`src/sv/ftp_passive_reply_parser_macros.svh`:
```
// assertion macros shared by the passive reply parser modules
`ifndef FTP_PASSIVE_REPLY_PARSER_MACROS_SVH
`define FTP_PASSIVE_REPLY_PARSER_MACROS_SVH

// same-cycle implication, checked out of reset
`define FPR_ASSERT_IMP(label, ante, cons, msg) \
   label: assert property (@(posedge clock) disable iff (reset) (ante) |-> (cons)) \
      else $error(msg);

// next-cycle implication, checked out of reset
`define FPR_ASSERT_NXT(label, ante, cons, msg) \
   label: assert property (@(posedge clock) disable iff (reset) (ante) |=> (cons)) \
      else $error(msg);

`endif

```
`src/sv/fpr_pkg.sv`:
```
// types and constants of the passive reply parser
`default_nettype none
package fpr_pkg;

   localparam logic [7:0] CHR_NL     = 8'h0A;
   localparam logic [7:0] CHR_TWO    = 8'h32;
   localparam logic [7:0] CHR_SEVEN  = 8'h37;
   localparam logic [7:0] CHR_NINE   = 8'h39;
   localparam logic [7:0] CHR_ZERO   = 8'h30;
   localparam logic [7:0] CHR_OPEN   = 8'h28;
   localparam logic [7:0] CHR_CLOSE  = 8'h29;
   localparam logic [7:0] CHR_COMMA  = 8'h2C;

   localparam logic [1:0] CLASS_OTHER = 2'd0;

   localparam logic [2:0] LAST_OCTET_FIELD = 3'd3;
   localparam logic [2:0] HIGH_PORT_FIELD  = 3'd4;
   localparam logic [2:0] LOW_PORT_FIELD   = 3'd5;
   localparam logic [2:0] SKIP_LAST        = 3'd2;
   localparam logic [1:0] PREFIX_LEN       = 2'd3;

   typedef enum logic [2:0] {
      PH_SEEK    = 3'd0,
      PH_SKIP    = 3'd1,
      PH_DIGITS  = 3'd2,
      PH_STOPPED = 3'd3,
      PH_DONE    = 3'd4
   } phase_type;

   typedef enum logic [1:0] {
      PFX_NONE  = 2'd0,
      PFX_227   = 2'd1,
      PFX_229   = 2'd2,
      PFX_MATCH = 2'd3
   } prefix_type;

   typedef struct packed {
      logic        valid;
      logic [1:0]  line_class;
      logic [31:0] server_address;
      logic [15:0] server_port;
   } result_type;

   function automatic logic [31:0] put_octet(logic [31:0] held, logic [2:0] idx,
                                             logic [15:0] value);
      logic [31:0] res;
      res = held;
      unique case (idx)
         3'd0: res[31:24] = held[31:24] | value[7:0];
         3'd1: res[23:16] = held[23:16] | value[7:0];
         3'd2: res[15:8]  = held[15:8]  | value[7:0];
         3'd3: res[7:0]   = held[7:0]   | value[7:0];
         default: res = held;
      endcase
      return res;
   endfunction

endpackage
`default_nettype wire

```
`src/sv/fpr_line_parser.sv`:
```
// per-line parse state and reply decode of the passive reply parser
`default_nettype none
`include "ftp_passive_reply_parser_macros.svh"
module fpr_line_parser (
   input  wire logic               clock,
   input  wire logic               reset,
   input  wire logic               step_en,
   input  wire logic [7:0]         data_byte,
   input  wire logic               end_of_payload,
   input  wire logic [31:0]        peer_address,
   output fpr_pkg::result_type     result
);
   import fpr_pkg::*;

   logic [1:0]  line_pos_ff, line_pos_in;
   prefix_type  prefix_ff, prefix_in;
   phase_type   phase_ff, phase_in;
   logic [2:0]  field_ff, field_in;
   logic [15:0] acc_ff, acc_in;
   logic [31:0] octet_ff, octet_in;
   logic [7:0]  high_ff, high_in;
   logic [31:0] saddr_ff, saddr_in;
   logic [15:0] sport_ff, sport_in;
   logic        nonempty_ff, nonempty_in;

   logic        is_nl;
   logic        is_digit;
   logic        closing;
   logic        emit;
   logic [1:0]  cls;
   logic [15:0] low;

   always_ff @(posedge clock) begin
      if (reset) begin
         line_pos_ff <= '0;
         prefix_ff   <= PFX_NONE;
         phase_ff    <= PH_SEEK;
         field_ff    <= '0;
         acc_ff      <= '0;
         octet_ff    <= '0;
         high_ff     <= '0;
         saddr_ff    <= '0;
         sport_ff    <= '0;
         nonempty_ff <= 1'b0;
      end else if (step_en) begin
         line_pos_ff <= line_pos_in;
         prefix_ff   <= prefix_in;
         phase_ff    <= phase_in;
         field_ff    <= field_in;
         acc_ff      <= acc_in;
         octet_ff    <= octet_in;
         high_ff     <= high_in;
         saddr_ff    <= saddr_in;
         sport_ff    <= sport_in;
         nonempty_ff <= nonempty_in;
      end
   end

   always_comb begin
      line_pos_in = line_pos_ff;
      prefix_in   = prefix_ff;
      phase_in    = phase_ff;
      field_in    = field_ff;
      acc_in      = acc_ff;
      octet_in    = octet_ff;
      high_in     = high_ff;
      saddr_in    = saddr_ff;
      sport_in    = sport_ff;
      nonempty_in = nonempty_ff;
      low         = '0;
      cls         = CLASS_OTHER;
      is_nl       = (data_byte == CHR_NL);
      is_digit    = (data_byte >= CHR_ZERO) && (data_byte <= CHR_NINE);

      // take one line byte
      if (!is_nl) begin
         nonempty_in = 1'b1;
         if (line_pos_ff != PREFIX_LEN) begin
            unique case (line_pos_ff)
               2'd0: prefix_in = (data_byte == CHR_TWO) ? PFX_MATCH : PFX_NONE;
               2'd1: prefix_in = (prefix_ff == PFX_MATCH && data_byte == CHR_TWO) ?
                                 PFX_MATCH : PFX_NONE;
               default: begin
                  if (prefix_ff == PFX_MATCH && data_byte == CHR_SEVEN) begin
                     prefix_in = PFX_227;
                  end else if (prefix_ff == PFX_MATCH && data_byte == CHR_NINE) begin
                     prefix_in = PFX_229;
                  end else begin
                     prefix_in = PFX_NONE;
                  end
               end
            endcase
            line_pos_in = line_pos_ff + 2'd1;
         end else if (prefix_ff == PFX_227 || prefix_ff == PFX_229) begin
            unique case (phase_ff)
               PH_SEEK: begin
                  if (data_byte == CHR_OPEN) begin
                     phase_in = (prefix_ff == PFX_229) ? PH_SKIP : PH_DIGITS;
                     field_in = '0;
                     acc_in   = '0;
                     octet_in = '0;
                     high_in  = '0;
                  end
               end
               PH_SKIP: begin
                  if (field_ff >= SKIP_LAST) begin
                     field_in = '0;
                     phase_in = PH_DIGITS;
                  end else begin
                     field_in = field_ff + 3'd1;
                  end
               end
               PH_DIGITS, PH_STOPPED: begin
                  if (prefix_ff == PFX_227 &&
                      ((field_ff < LOW_PORT_FIELD && data_byte == CHR_COMMA) ||
                       (field_ff >= LOW_PORT_FIELD && data_byte == CHR_CLOSE))) begin
                     // field separator
                     if (field_ff <= LAST_OCTET_FIELD) begin
                        octet_in = put_octet(octet_ff, field_ff, acc_ff);
                        field_in = field_ff + 3'd1;
                        acc_in   = '0;
                        phase_in = PH_DIGITS;
                     end else if (field_ff == HIGH_PORT_FIELD) begin
                        high_in  = acc_ff[7:0];
                        field_in = field_ff + 3'd1;
                        acc_in   = '0;
                        phase_in = PH_DIGITS;
                     end else begin
                        phase_in = PH_DONE;
                     end
                  end else if (phase_ff == PH_DIGITS && is_digit) begin
                     acc_in = {acc_ff[12:0], 3'b000} + {acc_ff[14:0], 1'b0}
                              + {12'd0, data_byte[3:0]};
                  end else begin
                     phase_in = PH_STOPPED;
                  end
               end
               default: begin
               end
            endcase
         end
      end

      // close the line
      closing = is_nl || end_of_payload;
      emit    = closing && nonempty_in;
      if (emit) begin
         if (prefix_in == PFX_227 || prefix_in == PFX_229) begin
            cls = prefix_in;
         end
         if (prefix_in == PFX_227 && phase_in != PH_SEEK) begin
            if (phase_in == PH_DONE) begin
               low = acc_in;
            end else if (field_in <= LAST_OCTET_FIELD) begin
               octet_in = put_octet(octet_in, field_in, acc_in);
            end else if (field_in == HIGH_PORT_FIELD) begin
               high_in = acc_in[7:0];
            end else begin
               low = acc_in;
            end
            saddr_in = octet_in;
            sport_in = {high_in, 8'h00} + low;
         end else if (prefix_in == PFX_229 && phase_in != PH_SEEK) begin
            saddr_in = peer_address;
            sport_in = (phase_in == PH_SKIP) ? 16'd0 : acc_in;
         end
      end

      result.valid          = emit;
      result.line_class     = cls;
      result.server_address = saddr_in;
      result.server_port    = sport_in;

      if (closing) begin
         line_pos_in = '0;
         prefix_in   = PFX_NONE;
         phase_in    = PH_SEEK;
         field_in    = '0;
         acc_in      = '0;
         octet_in    = '0;
         high_in     = '0;
         nonempty_in = 1'b0;
      end
   end

   `FPR_ASSERT_IMP(a_phase_after_prefix, phase_ff != PH_SEEK,
      line_pos_ff == PREFIX_LEN && (prefix_ff == PFX_227 || prefix_ff == PFX_229),
      "parse phase left seek without a reply prefix")
   `FPR_ASSERT_IMP(a_field_range, 1'b1, field_ff <= LOW_PORT_FIELD,
      "field index past the port low byte")
   `FPR_ASSERT_IMP(a_skip_count, phase_ff == PH_SKIP, field_ff <= SKIP_LAST,
      "skip counter overran")

endmodule
`default_nettype wire

```
`src/sv/ftp_passive_reply_parser.sv`:
```
// path: a request is held in the input register, parsed from there, and its reply held in the result register
// throughput: one request per cycle while the result side is ready
// every byte passes a single parse step; a result register parts it from the reply side
// reset: synchronous, clears parse state, stored address, stored port and peer address
// the stored address and port read as zero until a passive reply is seen
`default_nettype none
`include "ftp_passive_reply_parser_macros.svh"
module ftp_passive_reply_parser (
   input  wire logic        clock,
   input  wire logic        reset,
   input  wire logic        req_tvalid,
   output logic             req_tready,
   input  wire logic [7:0]  req_tdata,   // data_byte
   input  wire logic        req_tlast,   // end_of_payload
   output logic             rsp_tvalid,
   input  wire logic        rsp_tready,
   output logic [47:0]      rsp_tdata,   // server_address [31:0], server_port [47:32]
   output logic [1:0]       rsp_tuser,   // line_class
   input  wire logic        csr_we,
   input  wire logic [31:0] csr_wdata    // peer_address
);
   import fpr_pkg::*;

   logic        in_valid_ff, in_valid_in;
   logic [7:0]  in_byte_ff;
   logic        in_last_ff;
   logic [31:0] peer_ff;
   logic        rsp_valid_ff;
   logic [47:0] rsp_data_ff;
   logic [1:0]  rsp_user_ff;
   logic        out_free;
   logic        step_en;
   result_type  result;

   assign out_free   = !rsp_valid_ff || rsp_tready;
   assign step_en    = in_valid_ff && out_free;
   assign req_tready = !in_valid_ff || out_free;

   always_comb begin
      in_valid_in = in_valid_ff;
      if (req_tvalid && req_tready) begin
         in_valid_in = 1'b1;
      end else if (step_en) begin
         in_valid_in = 1'b0;
      end
   end

   always_ff @(posedge clock) begin
      if (reset) begin
         in_valid_ff  <= 1'b0;
         rsp_valid_ff <= 1'b0;
         peer_ff      <= '0;
      end else begin
         in_valid_ff <= in_valid_in;
         if (out_free) begin
            rsp_valid_ff <= step_en && result.valid;
         end
         if (csr_we) begin
            peer_ff <= csr_wdata;
         end
      end
   end

   always_ff @(posedge clock) begin
      if (req_tvalid && req_tready) begin
         in_byte_ff <= req_tdata;
         in_last_ff <= req_tlast;
      end
      if (step_en && result.valid) begin
         rsp_data_ff <= {result.server_port, result.server_address};
         rsp_user_ff <= result.line_class;
      end
   end

   fpr_line_parser u_line_parser (
      .clock          (clock),
      .reset          (reset),
      .step_en        (step_en),
      .data_byte      (in_byte_ff),
      .end_of_payload (in_last_ff),
      .peer_address   (peer_ff),
      .result         (result)
   );

   assign rsp_tvalid = rsp_valid_ff;
   assign rsp_tdata  = rsp_data_ff;
   assign rsp_tuser  = rsp_user_ff;

   `FPR_ASSERT_IMP(a_step_only_when_free, step_en, !rsp_valid_ff || rsp_tready,
      "request stepped while a result was stalled")
   `FPR_ASSERT_IMP(a_result_from_step, $rose(rsp_valid_ff), $past(step_en),
      "result appeared without a request step")
   `FPR_ASSERT_NXT(a_ready_after_step, step_en && !(req_tvalid && req_tready), req_tready,
      "input stage still full after its request moved on")

endmodule
`default_nettype wire
```
`config.mk`:
```
export PLATFORM = sky130hd
export DESIGN_NAME = ftp_passive_reply_parser
export DESIGN_NICKNAME = d
export VERILOG_FILES = /design/src/sv/fpr_pkg.sv /design/src/sv/fpr_line_parser.sv /design/src/sv/ftp_passive_reply_parser.sv
export VERILOG_INCLUDE_DIRS = /design/src /design/src/sv
export SDC_FILE = /design/constraint.sdc
export NUM_CORES = 1
export LEC_CHECK = 0
export ABC_AREA = 0
export BUFFER_PORTS_ARGS = -buffer_cell sky130_fd_sc_hd__buf_2
export CAP_MARGIN = 40
export CORE_MARGIN = 2
export CORE_UTILIZATION = 62
export CTS_BUF_LIST = sky130_fd_sc_hd__clkbuf_4 sky130_fd_sc_hd__clkbuf_8
export DETAILED_ROUTE_END_ITERATION = 16
export PLACE_DENSITY = 0.83
export SLEW_MARGIN = 20
export SYNTH_ARGS = -nofsm -noshare
export SYNTH_HDL_FRONTEND = slang
export SYNTH_SLANG_ARGS = --single-unit
```
`constraint.sdc`:
```
create_clock -name clock -period 6.3 [get_ports clock]
set_clock_uncertainty 0.2 [all_clocks]
set_input_delay 0.63 -clock clock [delete_from_list [all_inputs] [get_ports clock]]
set_output_delay 0.63 -clock clock [all_outputs]
set_load 0.01 [all_outputs]
```
# Yosys cells after proc, flatten, opt, wreduce, memory -nomap -nowiden
# Cells that the tools add are included.
# word_totals
register_bits	208
input_bits	46
out_inout_bits	52
wordCells	192
# op_classes
n_addsub	5
magnitude_cmp	7
n_eq_ne	28
mux	95
n_bitwise	8
reduce_logical	32
# op_table
cell	count
2-to-1 mux 32 bit	14
2-to-1 mux 16 bit	18
2-to-1 mux 8 bit	23
bitwise OR 8 bit	8
one-hot mux 32 bit (2 select lines)	1
2-to-1 mux 3 bit	19
== test 8 x 6 -> 1 bit (second input constant)	6
adder 16 bit	2
one-hot mux 16 bit (2 select lines)	1
2-to-1 mux 2 bit	11
== test 3 x 2 -> 1 bit (second input constant)	6
one-hot mux 3 bit (3 select lines)	2
adder 16 x 4 -> 16 bit	1
one-hot mux 8 bit (2 select lines)	1
logical AND 1 bit	14
== test 3 x 1 -> 1 bit (second input constant)	4
== test 3 bit (second input constant)	3
zero test 3 bit	3
== test 8 x 4 -> 1 bit (second input constant)	1
>= comparator 8 x 6 -> 1 bit (second input constant)	1
<= comparator 8 x 6 -> 1 bit (second input constant)	1
== test 2 x 1 -> 1 bit (second input constant)	3
== test 2 bit (second input constant)	3
<= comparator 3 x 2 -> 1 bit (second input constant)	2
16 further kinds	27

# Longest topological paths before layout
# logic_depth
depth_word	18
ltp_mapped	26
ltp_nobuf	25

# Cells and area by module
# Synthesis repeated with hierarchy kept, for this count alone.
# unflattened
hier_cells	1215
area_unflattened_um2	11345.9
# by_module_without_submodules
module	n_inst	cells_each	area_each_um2	seq_area_each_um2
fpr_line_parser	1	1041	8313.0	2302.2
ftp_passive_reply_parser	1	174	3032.9	2452.4

# Worst setup path before layout
# Ideal clock, no wire load.
# synth_path
path_type	flip-flop to flip-flop
start	reg u_line_parser.prefix_ff[0]
end	reg rsp_data_ff[47] (netlist: rsp_tdata[47]) (data pin)
setup_ns	0.258
arrival_ns	4.449
required_time_ns	5.842
slack_ns	1.393
path_stages_with_launch	23
path_buffers	2
period_less_slack_ns	4.907
path_cell_list	dfxtp_1 inv_1 ha_1 nand2b_1 a311o_2 nor2_2 nand3_1 a21oi_4 or2_2 clkbuf_1 clkbuf_1 nor2_1 a21oi_1 ha_1 a21o_1 a21oi_1 o21bai_1 a21oi_1 o21a_1 or4_4 o2111ai_2 xnor2_1 o221a_1
# synth_rtl
item	line_no	text
start: declaration	fpr_line_parser.sv:16	prefix_type prefix_ff, prefix_in;
start signal: assignment	fpr_line_parser.sv:47	prefix_ff <= prefix_in;
end signal: assignment	ftp_passive_reply_parser.sv:70	rsp_data_ff <= {result.server_port, result.server_address};
end: declaration	ftp_passive_reply_parser.sv:29	logic [47:0] rsp_data_ff;

==> impl_metrics.ini <==
[run_status]
status = completed

[final_layout]
mostFrequentLayoutCell = nor2_1
mostFrequentLayoutCells = nor2_1, dfxtp_1, a21oi_1
fin_cells = 1528
nNetsFinal = 1371
layout.area.seq_um2 = 4750
fill_cells = 1342
drive_gt1_frac = 0.169
post-route-util = 0.717
antennaDiodeCount = 0
syn2layout_area_growth_pct = 12.8
final_cell_area_um2 = 12400
multi_input_area_um2 = 5770

[timing]
tightest_slew_ns = 0.821
rsz0062_at_grt = no
setup_viol = 0
fmax_mhz = 183
fin_ws_ns = 0.825
maxSlewHeadroom = 0.447
finalMaxSlewViolations = 0
hold_viol = 0
hold-worst-slack_ns = 0.0770
tns_ns = 0
min_period_over_period = 0.869
fin_crit_ns = 5.48

[placement]
pre_cts_ws_ns = 0.911
place_hpwl_um = 20800
portBuffers = 97
placed_cell_area_um2 = 11700
place_inst = 1463
gp_congestion = 0.984

[die]
fp.dieArea_um2 = 18800
rows = 48
start_util = 0.635
io_pins = 98
die_h_um = 137
dieWidth_um = 137
core_um2 = 17300

[power]
intPower_mw = 2.17
pwr-share-comb = 0.058
irDropWorstVdd_mv = 0.223
p_leak_nw = 5.00
switching_share = 0.242
power_density_nw_per_um2 = 231
power.share.clock = 0.441
p_switching_mw = 0.691
power.total_mw = 2.86
p_seq_frac = 0.502

[routing]
wl_per_cell_um = 20.2
first_iter_violations = 1179
remaining_drc_errors = 0
ant_nets = 0
vias_per_cell = 6.49
first_pass_iters = 5
vias = 9924
finalWirelength_um = 30800

[synth]
synthMuxAreaShare = 0.0334
synth.avg_cell_area_um2 = 9.11
synth_seq_cells = 208
synth-simple-area-share = 0.168
yosysWarningCount = 0
synthCells = 1206
synth_cell_types = 83
synth_nets = 1301
synth_edf_count = 59
async_reset_ff_frac = 0
yosysSeqAreaShare = 0.433
yosysTopAreaCell = dfxtp_1
synth_fa_ha_area_frac = 0.0578
synth-xor-area-share = 0.0127
synth-compound-area-share = 0.251
synth_top_family_by_area = compound AO/OA/AOI/OAI gates
synthTopCellsByArea = dfxtp_1, edfxtp_1, nor2_1
netlist_area_um2 = 11000
ys.flop_type = dfxtp_1
yosysTopAreaCellShare = 0.271

[critical_path]
crit_type = reg2reg
critPathMaxStageDelay_ns = 0.57
critPathCaptureType = register
worstPathArrival_ns = 5.57
worst_path_dominant_cell_family = compound AO/OA/AOI/OAI gates
path_cells = inv_1 -> fa_1 -> fa_1 -> nor2b_1 -> o21ai_0 -> a21boi_0 -> o21ai_0 -> a21oi_1 -> a311oi_1 -> xnor2_1 -> a22oi_1 -> nor2_1 -> ha_1 -> nand2_1 -> o21a_1 -> or4_4 -> o2111ai_2 -> xnor2_1 -> o221a_1
critPathBufInv = 1
critical_path.max_fanout = 9
worstPathRequired_ns = 6.39
slowest_stage = dfxtp_1
startpoint_type = register

[cts]
cts.htree.levels = 2
clockBufferDepth = 3
cts_resized = 0
cts_tree = done
root_buffer = clkbuf_8
clkTransAtPathRegs_ns = 0.07
cts_made_buffers = 36
clk_latency_ns = 0.55
ctsHoldBuffers = 0
post_cts_buffers = 0
cts_sinks = 208

[global_routing]
grt_pass1_vias = 9396
grt_pass1_wl_um = 47800
grt_use_total = 0.323
antenna_found_initial = 0
grt_max_degree = 63
grt_overflow_total = 0

[worst_hold_path]
hold_path_class = in2reg

[flow_run]
maxCapViolCount = 0
-- flip-flops by register name (all words and copies together) (netlist names) --
| name | flops |
|---|---|
| u_line_parser.phase_ff | 3 |
| u_line_parser.acc_ff | 16 |
| u_line_parser.nonempty_ff | 1 |
| in_last_ff | 1 |
| rsp_tvalid | 1 |
| in_valid_ff | 1 |
| peer_ff | 32 |
| u_line_parser.prefix_ff | 2 |
| u_line_parser.octet_ff | 32 |
| u_line_parser.high_ff | 8 |
| rsp_tdata | 48 |
| u_line_parser.saddr_ff | 32 |
| in_byte_ff | 8 |
| u_line_parser.line_pos_ff | 2 |
| rsp_tuser | 2 |
| u_line_parser.field_ff | 3 |
| u_line_parser.sport_ff | 16 |
-- power by group through the flow --
stage	clock network [mW]	registers (mW)	logic (mW)
after floorplan	0	1.46	0.103
after global placement	0	1.46	0.152
after detailed placement	0	1.46	0.162
after CTS	1.27	1.43	0.163
after global routing	1.33	1.44	0.178
final	1.26	1.44	0.165
-- metal layers --
layer,global-route usage,share of wire
met1,0.425,0.40
met3,0.0681,0.10
met5,0,0
met2,0.516,0.46
met4,0.139,0.036
-- kinds of logic (layout without fill, tap and decap cells) --
logic type               after synthesis  in the layout
AO/OA/AOI/OAI                        382            382
adder cells (fa/ha/maj)               49             49
AND/OR/NAND/NOR                      393            393
XOR/XNOR                              16             16
buffers and inverters                122            219
multiplexers                          36             36
flip-flops                           208            208
-- cells in the mapped netlist, types with 10 or more instances --
cell / count
a21oi_1: 101
a21o_1: 11
nand2b_1: 16
clkbuf_1: 58
a22oi_1: 57
o21ai_1: 10
nor2_1: 197
buf_1: 15
inv_1: 35
ha_1: 46
a32oi_1: 14
nor3_1: 26
xnor2_1: 10
mux2i_1: 33
a22o_1: 28
a211oi_1: 28
edfxtp_1: 59
nand3_1: 12
dfxtp_1: 149
a222oi_1: 12
o21ai_0: 29
nand2_1: 81
o21a_1: 18
and2_1: 11
buf_2: 13
a221o_1: 12
-- layout make-up --
type / instances / area share
tap: 225 / 0.0227
inverter: 35 / 0.0106
sequential: 208 / 0.384
clock inverter: 9 / 0.00464
multi-input combinational: 876 / 0.465
timing repair buffer: 119 / 0.0581
clock buffer: 56 / 0.0551
-- worst register-to-register path, delay by kind of cell (launching register included) --
kind,cells,cell delay [ns]
AO/OA/AOI/OAI,9,2.03
flip-flops,1,0.57
adder cells (fa/ha/maj),3,1.26
buffers and inverters,1,0.11
XOR/XNOR,2,0.28
AND/OR/NAND/NOR,4,0.77
-- path summary, 6_finish.rpt --
| kind | from | endpoint | slack (ns) | depth (start not counted) |
|---|---|---|---|---|
| max | u_line_parser.acc_ff[2] | rsp_tdata[47] | 0.82 | 19 |
| min | req_tdata[3] | in_byte_ff[3] | 0.08 | 1 |
| max reg2reg | u_line_parser.acc_ff[2] | rsp_tdata[47] | 0.82 | 19 |
| min reg2reg | u_line_parser.high_ff[7] | u_line_parser.high_ff[7] | 0.28 | 2 |
Power figures use the tool's default switching activity.
